`src/hdl/bmpd_pkg.sv`:
```
`timescale 1ns / 1ps
package bmpd_pkg;

    // Result kinds.
    localparam logic [1:0] KIND_PIXEL  = 2'd0;
    localparam logic [1:0] KIND_HEADER = 2'd1;
    localparam logic [1:0] KIND_EMPTY  = 2'd2;
    localparam logic [1:0] KIND_ERROR  = 2'd3;

    // Error codes.
    localparam logic [2:0] ERR_NONE      = 3'd0;
    localparam logic [2:0] ERR_SIGNATURE = 3'd1;
    localparam logic [2:0] ERR_HEADER    = 3'd2;
    localparam logic [2:0] ERR_FORMAT    = 3'd3;
    localparam logic [2:0] ERR_TRUNCATED = 3'd4;
    localparam logic [2:0] ERR_SIZE      = 3'd5;

    // One result item, as it travels through the queue.
    typedef struct packed {
        logic [1:0]  result_kind;
        logic [7:0]  red;
        logic [7:0]  green;
        logic [7:0]  blue;
        logic [7:0]  alpha;
        logic [11:0] column;
        logic [11:0] row;
        logic [12:0] width_out;
        logic [12:0] height_out;
        logic        top_down_out;
        logic        image_end;
        logic [2:0]  error_code;
    } result_t;

    localparam int RESULT_W = $bits(result_t);

endpackage

```
`src/hdl/bmpd_parser.sv`:
```
`timescale 1ns / 1ps
// Parses the byte stream: header fields, skip, pixel assembly.
// Takes one byte per cycle whenever the queue behind it has room.
module bmpd_parser #(
    parameter int MAX_WIDTH  = 4096,
    parameter int MAX_HEIGHT = 4096
) (
    input  logic               clk,
    input  logic               rst_n,
    input  logic               in_valid,
    input  logic               in_ready,
    input  logic [7:0]         data_byte,
    input  logic               last_byte,
    output logic               res_valid,
    output bmpd_pkg::result_t  res
);

    localparam logic [1:0] PH_HEADER = 2'd0;
    localparam logic [1:0] PH_SKIP   = 2'd1;
    localparam logic [1:0] PH_PIXELS = 2'd2;
    localparam logic [1:0] PH_DRAIN  = 2'd3;

    logic [1:0]  phase_reg;
    logic [31:0] pos_reg;
    logic [31:0] shift_reg;
    logic [31:0] start_reg;
    logic [12:0] width_reg, height_reg;
    logic        top_reg, four_reg, size_bad_reg;
    logic [1:0]  bip_reg;
    logic [12:0] col_reg, rows_reg;
    logic [14:0] rbc_reg;
    logic [7:0]  hb_reg, hg_reg, hr_reg;
    logic [14:0] stride_reg;

    logic [1:0]  phase_next;
    logic [31:0] pos_next, shift_next, start_next;
    logic [12:0] width_next, height_next, col_next, rows_next;
    logic        top_next, four_next, size_bad_next;
    logic [1:0]  bip_next;
    logic [14:0] rbc_next, stride_next;
    logic [7:0]  hb_next, hg_next, hr_next;
    logic        have;
    logic [2:0]  err;
    bmpd_pkg::result_t o;

    logic        fire;
    logic [31:0] fs;
    logic [31:0] mag;
    logic [1:0]  pix_phase;
    logic [14:0] rbc_inc;
    logic [12:0] rows_inc;

    assign fire = in_valid && in_ready;
    assign fs   = {data_byte, shift_reg[31:8]};
    assign mag  = fs[31] ? (32'd0 - fs) : fs;

    always_comb
    begin
        phase_next = phase_reg; pos_next = pos_reg; shift_next = shift_reg;
        start_next = start_reg; width_next = width_reg; height_next = height_reg;
        top_next = top_reg; four_next = four_reg; size_bad_next = size_bad_reg;
        bip_next = bip_reg; col_next = col_reg; rows_next = rows_reg;
        rbc_next = rbc_reg; hb_next = hb_reg; hg_next = hg_reg; hr_next = hr_reg;
        stride_next = stride_reg;
        have = 1'b0;
        err = bmpd_pkg::ERR_NONE;
        o = '0;
        rbc_inc = rbc_reg + 15'd1;
        rows_inc = rows_reg + 13'd1;
        pix_phase = phase_reg;

        // Header fields are checked on the byte that completes them.
        if (phase_reg == PH_HEADER)
        begin
            shift_next = fs;
            case (pos_reg)
                32'd1:  if (fs[31:16] != 16'h4D42) err = bmpd_pkg::ERR_SIGNATURE;
                32'd13: start_next = fs;
                32'd17: if (fs < 32'd40) err = bmpd_pkg::ERR_HEADER;
                32'd21:
                begin
                    if (fs[31] || fs > 32'(MAX_WIDTH)) size_bad_next = 1'b1;
                    else width_next = fs[12:0];
                end
                32'd25:
                begin
                    top_next = fs[31];
                    if (mag > 32'(MAX_HEIGHT)) size_bad_next = 1'b1;
                    else height_next = mag[12:0];
                end
                32'd27: if (fs[31:16] != 16'd1) err = bmpd_pkg::ERR_FORMAT;
                32'd29:
                begin
                    if (fs[31:16] == 16'd24) four_next = 1'b0;
                    else if (fs[31:16] == 16'd32) four_next = 1'b1;
                    else err = bmpd_pkg::ERR_FORMAT;
                end
                32'd33:
                begin
                    // Row stride, padded to four bytes.
                    stride_next = four_reg ? {width_reg[12:0], 2'b00}
                        : 15'(((17'(width_reg) * 17'd3) + 17'd3) & ~17'd3);
                    if (fs != 32'd0) err = bmpd_pkg::ERR_FORMAT;
                    else if (size_bad_reg || start_reg < 32'd34) err = bmpd_pkg::ERR_SIZE;
                    else if (width_reg == 13'd0 || height_reg == 13'd0)
                    begin
                        o.result_kind = bmpd_pkg::KIND_EMPTY;
                        o.image_end = 1'b1;
                        have = 1'b1;
                        phase_next = PH_DRAIN;
                    end
                    else
                    begin
                        o.result_kind = bmpd_pkg::KIND_HEADER;
                        have = 1'b1;
                        phase_next = PH_SKIP;
                    end
                    o.width_out = width_reg;
                    o.height_out = height_reg;
                    o.top_down_out = top_reg;
                end
                default: ;
            endcase
            pos_next = pos_reg + 32'd1;
        end
        else if (phase_reg == PH_SKIP)
        begin
            if (pos_reg < start_reg) pos_next = pos_reg + 32'd1;
            else
            begin
                phase_next = PH_PIXELS;
                pix_phase = PH_PIXELS;
            end
        end

        // Pixel assembly; padding bytes only advance the row byte counter.
        if (pix_phase == PH_PIXELS)
        begin
            if (col_reg < width_reg)
            begin
                if (bip_reg == 2'd0) hb_next = data_byte;
                if (bip_reg == 2'd1) hg_next = data_byte;
                if (bip_reg == 2'd2) hr_next = data_byte;
                if ((bip_reg == 2'd2 && !four_reg) || bip_reg == 2'd3)
                begin
                    o.result_kind = bmpd_pkg::KIND_PIXEL;
                    o.red = four_reg ? hr_reg : data_byte;
                    o.green = hg_reg;
                    o.blue = hb_reg;
                    o.alpha = four_reg ? data_byte : 8'd255;
                    o.column = col_reg[11:0];
                    o.row = top_reg ? rows_reg[11:0]
                        : 12'(height_reg - 13'd1 - rows_reg);
                    have = 1'b1;
                    bip_next = 2'd0;
                    col_next = col_reg + 13'd1;
                end
                else bip_next = bip_reg + 2'd1;
            end
            rbc_next = rbc_inc;
            if (rbc_inc >= stride_reg)
            begin
                rbc_next = '0;
                col_next = '0;
                bip_next = '0;
                rows_next = rows_inc;
                if (rows_inc >= height_reg)
                begin
                    phase_next = PH_DRAIN;
                    if (!have)
                    begin
                        o.result_kind = bmpd_pkg::KIND_EMPTY;
                        o.width_out = width_reg;
                        o.height_out = height_reg;
                        o.top_down_out = top_reg;
                        have = 1'b1;
                    end
                    o.image_end = 1'b1;
                end
            end
        end

        if (err == bmpd_pkg::ERR_NONE && last_byte && phase_next != PH_DRAIN)
            err = bmpd_pkg::ERR_TRUNCATED;

        if (err != bmpd_pkg::ERR_NONE)
        begin
            o = '0;
            o.result_kind = bmpd_pkg::KIND_ERROR;
            o.error_code = err;
            have = 1'b1;
            phase_next = PH_DRAIN;
        end

        // End of file returns everything but the row stride to the start state.
        if (last_byte)
        begin
            phase_next = PH_HEADER; pos_next = '0; shift_next = '0; start_next = '0;
            width_next = '0; height_next = '0; top_next = 1'b0; four_next = 1'b0;
            size_bad_next = 1'b0; bip_next = '0; col_next = '0; rows_next = '0;
            rbc_next = '0; hb_next = '0; hg_next = '0; hr_next = '0;
        end
    end

    always_ff @(posedge clk or negedge rst_n)
    begin
        if (!rst_n)
        begin
            phase_reg <= PH_HEADER; pos_reg <= '0; shift_reg <= '0; start_reg <= '0;
            width_reg <= '0; height_reg <= '0; top_reg <= 1'b0; four_reg <= 1'b0;
            size_bad_reg <= 1'b0; bip_reg <= '0; col_reg <= '0; rows_reg <= '0;
            rbc_reg <= '0; hb_reg <= '0; hg_reg <= '0; hr_reg <= '0;
            stride_reg <= '0;
        end
        else if (fire)
        begin
            phase_reg <= phase_next; pos_reg <= pos_next; shift_reg <= shift_next;
            start_reg <= start_next; width_reg <= width_next; height_reg <= height_next;
            top_reg <= top_next; four_reg <= four_next; size_bad_reg <= size_bad_next;
            bip_reg <= bip_next; col_reg <= col_next; rows_reg <= rows_next;
            rbc_reg <= rbc_next; hb_reg <= hb_next; hg_reg <= hg_next;
            hr_reg <= hr_next; stride_reg <= stride_next;
        end
    end

    assign res_valid = fire && have;
    assign res = o;

endmodule

```
`src/hdl/bmpd_queue.sv`:
```
`timescale 1ns / 1ps
// Four-entry result queue between parser and output port.
module bmpd_queue (
    input  logic               clk,
    input  logic               rst_n,
    input  logic               push,
    input  bmpd_pkg::result_t  push_data,
    output logic               space,
    output logic               pop_valid,
    input  logic               pop_ready,
    output bmpd_pkg::result_t  pop_data
);

    bmpd_pkg::result_t mem_reg [4];
    logic [1:0] wr_reg, rd_reg;
    logic [2:0] cnt_reg;
    logic       pop;

    assign pop_valid = cnt_reg != 3'd0;
    assign pop = pop_valid && pop_ready;
    // Room is judged on the count alone, so it never waits on the output side.
    assign space = cnt_reg < 3'd3;
    assign pop_data = mem_reg[rd_reg];

    always_ff @(posedge clk)
    begin
        if (push) mem_reg[wr_reg] <= push_data;
    end

    always_ff @(posedge clk or negedge rst_n)
    begin
        if (!rst_n)
        begin
            wr_reg <= '0; rd_reg <= '0; cnt_reg <= '0;
        end
        else
        begin
            if (push) wr_reg <= wr_reg + 2'd1;
            if (pop) rd_reg <= rd_reg + 2'd1;
            cnt_reg <= cnt_reg + 3'(push) - 3'(pop);
        end
    end

endmodule

```
`src/hdl/bmp_to_rgba_decoder_unit.sv`:
```
`timescale 1ns / 1ps
// BMP decoder for uncompressed 24 and 32 bpp files: one file byte is taken per
// clock while the result queue has room; a byte yields at most one result
// (pixel, header info, empty-image or error). Results pass through a small
// queue, so input stops only when that queue holds three results the output
// side has not yet taken. No clearing pass is needed after reset.
module bmp_to_rgba_decoder_unit #(
    parameter int MAX_WIDTH  = 4096,
    parameter int MAX_HEIGHT = 4096
) (
    input  logic        clk,
    input  logic        rst_n,
    input  logic        s_tvalid,
    output logic        s_tready,
    input  logic [7:0]  s_tdata,   // data_byte
    input  logic        s_tlast,   // last_byte
    output logic        m_tvalid,
    input  logic        m_tready,
    output logic [87:0] m_tdata,   // red, green, blue, alpha, column, row,
                                   // width_out, height_out, top_down_out,
                                   // error_code, zero fill
    output logic        m_tlast,   // image_end
    output logic [1:0]  m_tuser    // result_kind
);

    logic              res_valid;
    bmpd_pkg::result_t res, q;

    bmpd_parser #(.MAX_WIDTH(MAX_WIDTH), .MAX_HEIGHT(MAX_HEIGHT)) u_parser (
        .clk(clk), .rst_n(rst_n), .in_valid(s_tvalid), .in_ready(s_tready),
        .data_byte(s_tdata), .last_byte(s_tlast),
        .res_valid(res_valid), .res(res)
    );

    bmpd_queue u_queue (
        .clk(clk), .rst_n(rst_n), .push(res_valid), .push_data(res),
        .space(s_tready), .pop_valid(m_tvalid), .pop_ready(m_tready),
        .pop_data(q)
    );

    // Pack output fields, first field lowest.
    assign m_tdata = {2'd0, q.error_code, q.top_down_out, q.height_out, q.width_out,
                      q.row, q.column, q.alpha, q.blue, q.green, q.red};
    assign m_tlast = q.image_end;
    assign m_tuser = q.result_kind;

endmodule

```
`config.mk`:
```
export PLATFORM = sky130hd
export DESIGN_NAME = bmp_to_rgba_decoder_unit
export DESIGN_NICKNAME = d
export VERILOG_FILES = /design/src/hdl/bmpd_pkg.sv /design/src/hdl/bmpd_parser.sv /design/src/hdl/bmpd_queue.sv /design/src/hdl/bmp_to_rgba_decoder_unit.sv
export SDC_FILE = /design/constraint.sdc
export NUM_CORES = 1
export LEC_CHECK = 0
export BUFFER_PORTS_ARGS = -buffer_cell sky130_fd_sc_hd__buf_2
export CORE_MARGIN = 3
export CORE_UTILIZATION = 45
export DETAILED_ROUTE_END_ITERATION = 8
export GPL_TIMING_DRIVEN = 1
export PLACE_DENSITY = 0.71
export RECOVER_POWER = 100
export SLEW_MARGIN = 20
export SYNTH_ARGS = -nofsm -noshare
export SYNTH_HDL_FRONTEND = slang
export SYNTH_SLANG_ARGS = --single-unit
```
`constraint.sdc`:
```
create_clock -name clk -period 17.14 [get_ports clk]
set_clock_uncertainty 0.1 [all_clocks]
set_input_delay 5.142 -clock clk [delete_from_list [all_inputs] [get_ports clk]]
set_output_delay 5.142 -clock clk [all_outputs]
set_load 0.03 [all_outputs]
```
[Yosys cells after proc, flatten, opt, wreduce, memory -nomap -nowiden]
Memories as Yosys holds them, arrays and structs flattened.
Cells that the tools add are included.
Operators by class
  multiplexer cells: 119
  $lt $le $gt $ge: 9
  multipliers: 1
  equal/unequal tests: 22
  reductions and logical operators: 52
  add/sub/neg operators: 13
Operators by type and width (number)
  $mux 32: 10
  $mux 13: 16
  $eq 32x5->1 const B: 5
  $mux 58: 2
  $mux 28: 4
  $mux 8: 14
  $mux 89: 1
  $mux 86: 1
  $gt 32x13->1 const B: 2
  $lt 32x6->1 const B: 2
  $mux 15: 4
  $mux 2: 29
  $add 32x1->32 const B: 1
  $eq 32x1->1 const B: 1
  $eq 32x4->1 const B: 1
  $eq 32x6->1 const B: 1
  $lt 32x32->1: 1
  $reduce_bool 32->1: 1
  $sub 1x32->32 const A: 1
  $mux 1: 29
  $reduce_and 4->1: 7
  $mux 27: 1
  $add 13x1->13 const B: 2
  $logic_not 13->1: 2
  other kinds (34): 78
Storage, ports and cells
  bits in registers: 216
  memories: 1
  bits in writable memories: 356
Memory list
  u_queue.mem_reg: words 4, width 89, read ports 1, clocked after memory_dff 0, wr ports 1, RTL line bmpd_queue.sv:14  | bmpd_pkg::result_t mem_reg [4];

[Depth between registers and ports, before layout]
  depth after elaboration: 18
  depth in mapped cells: 20
  mapped depth without buffers: 19

[By module]
From an unflattened synthesis, not the netlist that was laid out.
Unflattened totals
  cells, all modules: 2165
  area, all modules: 27840.5 µm²
Modules (own cells, without submodules)
  bmpd_parser: cells an instance 1661, seq. area each 4979.8 µm², area an instance 14480.1 µm², times used 1
  bmpd_queue: cells an instance 501, seq. area each 10865.4 µm², area an instance 13341.5 µm², times used 1
  bmp_to_rgba_decoder_unit: cells an instance 3, seq. area each 0.0 µm², area an instance 18.8 µm², times used 1

[Worst setup path after synthesis]
OpenSTA, ideal clock, no wires.
  path type: input to register
  from: input s_tdata[5]
  to: memory u_queue.mem_reg[0][0] (netlist name) (enable)
  stages on the path: 10
  slack: 7.472 ns
  setup time: 0.457 ns
  data arrival time: 9.110 ns
  buffers on the path: 1
  path through: clkbuf_1 -> or3_1 -> and4bb_1 -> nor3b_1 -> o311ai_1 -> a41oi_1 -> a41o_1 -> a31oi_4 -> a21oi_1 -> and2_1
Between the ends
  cells in the longest elaborated chain, start to end: 15
  elaborated cells between the ends (all ways): 39
  those cells by class: order compare: 1; eq/ne: 5; mux: 27; reduce/logical: 6
Ends and longest elaborated chain
  from (decl): RTL line bmp_to_rgba_decoder_unit.sv:15  | input logic [7:0] s_tdata,
  branches (longest 11 deep; another with $lt 32x6->1)
  $mux 1 (*): RTL line bmpd_parser.sv:186  | if (err != bmpd_pkg::ERR_NONE)
  $logic_and 1x1->1 (*): RTL line bmpd_parser.sv:226  | assign res_valid = fire && have;
  named net res_valid: RTL line bmp_to_rgba_decoder_unit.sv:26  | logic res_valid;
  $mux 1 (*): RTL line bmpd_queue.sv:27  | if (push) mem_reg[wr_reg] <= push_data;
  $mux 1 (not written as such) (*): RTL line bmpd_queue.sv:27
  to (decl): RTL line bmpd_queue.sv:14
Mark *: on every way through the listed nets, which the timed path passes. The select of a mux whose other input is x is not followed.

[Worst setup path after layout]
  from: input s_tlast
  to: memory u_queue.mem_reg[3][38] (netlist name) (enable)
Between the ends
  cells in the longest elaborated chain, start to end: 8
Ends and longest elaborated chain
  from (decl): RTL line bmp_to_rgba_decoder_unit.sv:16  | input logic s_tlast,
  $logic_and 1x1->1 (2 in series): RTL line bmpd_parser.sv:183  | if (err == bmpd_pkg::ERR_NONE && last_byte && phase_next != PH_DRAIN)
  $mux 3: RTL line bmpd_parser.sv:183
  $reduce_bool 3->1: RTL line bmpd_parser.sv:186
  $mux 1: RTL line bmpd_parser.sv:186
  $logic_and 1x1->1: RTL line bmpd_parser.sv:226
  named net res_valid: RTL line bmp_to_rgba_decoder_unit.sv:26
  $mux 1: RTL line bmpd_queue.sv:27
  $mux 1 (not written as such): RTL line bmpd_queue.sv:27
The timed path passes the listed nets, and every way through them passes these cells.

==> reports/qor.yml <==
path_clk_slew_ns: 0.06
post_drt_wl_per_cell_um: 21.8
hold_path_class: "flop to flop"
start_util_pct: 45.8
p_sw_share_pct: 39.5
clkPwrFrac_pct: 25.8
final_cells: 3227
clk_latency_ns: 0.64
largest_reg_flops: 356
hold_buffers: 0
hold_viol_final: 0
coreArea_mm2: 0.0609
tritoncts: "built"
violations: "capacitance limit, slew limit"
cts_resized: 0
power_switching_mw: 1.95
timing.critical_path.to_type: "flop"
htreeDepth: 2
io_buffer_count: 103
r2r_setup_slack_ns: 7.94
drtIter0Drc: 2000
seqPwrFrac_pct: 37.7
wirelength_um: 70400
synth.distinct_cells: 91
fmax_mhz: 78.7
finalSetupViolations: 0
period_share_pct: 74.1
n_antenna_cell: 0
cp_max_fo: 61
nNetsFinal: 2490
p_int_mw: 2.99
path_class: "input port to flop"
post-route-min-period_ns: 12.71
cap_viol_max_count: 19
place_congestion: 0.931
pwr-share-comb_pct: 36.6
postCtsSetupRepairBufs: 0
grt.total_usage_pct: 21.6
worst_pin_slew_ns: 3.90
num_vias: 19264
drtAntennaViolNets: 0
route.detailed.drc: 0
ys_seq_area_share_pct: 56.7
grt_max_degree: 73
grt_pass1_vias: 18583
synthCells: 2297
status: "finished, violations left"
rsz0062_at_grt: "false"
synth_area_mm2: 0.0279
clockBufferDepth: 3
yosysWarnings: 0
layout-drive-gt1-share_pct: 10.2
die_x_um: 255
p_per_area_mw_per_mm2: 160
grt_pass1_wl_um: 109000
area_growth_pct: 10.5
dp_hpwl_um: 47600
relSlewSlack_pct: -160
row_count: 90
timing.final.max_slew_violations: 876
vdd_drop_max_v: 0.000104
dr.pass1.iters: 5
synth_edf_count: 356
cp.required_ns: 17.29
syn_area_per_cell_um2: 12.2
vias_per_cell: 5.97
placedCellCount: 3118
die_y_um: 255
synth.ff_latch_count: 562
tns_ns: 0
numClockSinks: 562
root_buffer: "clkbuf_16"
antenna_found_initial: 2
p_leak_nw: 11.7
startpoint_type: "input port"
arrival_ns: 12.86
synthArstFlopShare_pct: 36.7
io_pins: 106
synth-main-ff-cell: "edfxtp_1"
cts_made_buffers: 58
die_area_mm2: 0.0651
grt_overflow: 0
## final timing paths
check	startpoint	end	depth (start not counted)
max in group asynchronous	rst_n	u_parser.width_reg[7]	2
min in group asynchronous	rst_n	u_parser.pos_reg[12]	1
worst min-delay path	u_parser.stride_reg[7]	u_parser.stride_reg[7]	2
worst min register to register	u_parser.stride_reg[7]	u_parser.stride_reg[7]	2
worst max register to register	u_parser.rbc_reg[0]	u_queue.mem_reg[3][38]	18
worst max-delay path	s_tlast	u_queue.mem_reg[3][38]	8
## layout make-up
| type | count | area [um^2] |
|---|---|---|
| Fill cell | 5152 | 30100 |
| Sequential cell | 562 | 15800 |
| Multi-Input combinational cell | 1478 | 11000 |
| Clock buffer | 69 | 1540 |
| Tap cell | 828 | 1040 |
| Timing Repair Buffer | 127 | 539 |
| Inverter | 123 | 462 |
| Clock inverter | 40 | 404 |
## per-layer routing
metal	track usage, %	vias to the layer above	routed length (um)
li1	-	8666	-
met1	30.0	9755	30100
met2	35.3	701	33600
met4	6.58	2	2140
met5	0	-	20
met3	3.29	140	4620
## cell usage in the layout (no fill, tap or decap), types with 39 or more instances in the layout
| cell | instances |
|---|---|
| a21oi_1 | 75 |
| and3_1 | 51 |
| clkbuf_1 | 107 |
| clkbuf_16 | 58 |
| dfrtp_1 | 206 |
| edfxtp_1 | 356 |
| ha_1 | 125 |
| inv_1 | 122 |
| mux4_2 | 89 |
| nand2_1 | 220 |
| nand3_1 | 46 |
| nand4_1 | 44 |
| nor2_1 | 153 |
| nor3_1 | 39 |
| nor4_1 | 42 |
| o21ai_0 | 153 |
| xnor2_1 | 45 |
| xor2_1 | 45 |
## cell families (layout without fill, tap and decap cells)
logic type	count (synthesis)	after routing	share of synthesized area (%)
adder cells (fa/ha/maj)	128	128	5.78
XOR/XNOR	90	90	2.82
AO/OA/AOI/OAI	420	420	9.62
other	1	2	0.0134
buffers and inverters	258	359	3.79
AND/OR/NAND/NOR	710	710	12.6
flip-flops	562	562	56.7
multiplexers	128	128	8.61
## cells in the mapped netlist, types with 8 or more instances
| cell | instances | share of area, % |
|---|---|---|
| nand2_1 | 219 | 2.9 |
| nor4_1 | 42 | 0.94 |
| xor2_1 | 45 | 1.4 |
| and3_1 | 51 | 1.1 |
| nand4_1 | 44 | 0.99 |
| inv_1 | 121 | 1.6 |
| o31ai_1 | 22 | 0.59 |
| a211oi_1 | 8 | 0.22 |
| o21ai_0 | 153 | 2.7 |
| ha_1 | 125 | 5.6 |
| a22oi_1 | 25 | 0.67 |
| nor2_1 | 153 | 2.1 |
| buf_2 | 23 | 0.41 |
| nor3_1 | 38 | 0.68 |
| a21o_1 | 12 | 0.32 |
| o22ai_1 | 13 | 0.29 |
| clkbuf_1 | 86 | 1.2 |
| mux4_2 | 89 | 7.2 |
| a31oi_1 | 21 | 0.47 |
| edfxtp_1 | 356 | 38 |
| mux2i_1 | 32 | 1.1 |
| nand3_1 | 45 | 0.81 |
| a21oi_1 | 75 | 1.3 |
| nand2b_1 | 16 | 0.36 |
| a22o_1 | 21 | 0.66 |
| and2_1 | 44 | 0.99 |
| buf_1 | 16 | 0.22 |
| xnor2_1 | 45 | 1.4 |
| dfrtp_1 | 206 | 18 |
## metrics by stage
stage / worst slack, ns / cell area (um^2) / util (%) / hold WS [ns] / power [mW]
after floorplan: 7.47 / 27900 / - / 0.349 / 3.13
after global placement: 7.47 / 29100 / 47.8 / 0.371 / 3.66
after detailed placement: 7.36 / 29100 / 47.8 / 0.372 / 3.69
after CTS: 7.98 / 31100 / 51.0 / 0.386 / 4.96
after global routing: 3.87 / 30900 / 50.6 / 0.416 / 5.18
final: 4.43 / 30900 / 50.6 / 0.383 / 4.94
## power by group through the flow
| stage | Combinational (mW) | Sequential, mW | Clock, mW |
|---|---|---|---|
| finish | 1.81 | 1.86 | 1.27 |
| global route | 1.95 | 1.88 | 1.35 |
| CTS | 1.82 | 1.85 | 1.29 |
| detailed placement | 1.81 | 1.88 | 0 |
| global placement | 1.79 | 1.87 | 0 |
| floorplan | 1.40 | 1.72 | 0 |
## worst max-delay path: stages
cell      delay (ns)
buf_2           0.07
clkbuf_1        2.19
a41o_1          0.46
a31oi_4         0.04
clkbuf_1        0.72
a21oi_1         0.70
and2_0          2.49
buf_4           0.89
Note: power is estimated with default switching activity, not from simulation.
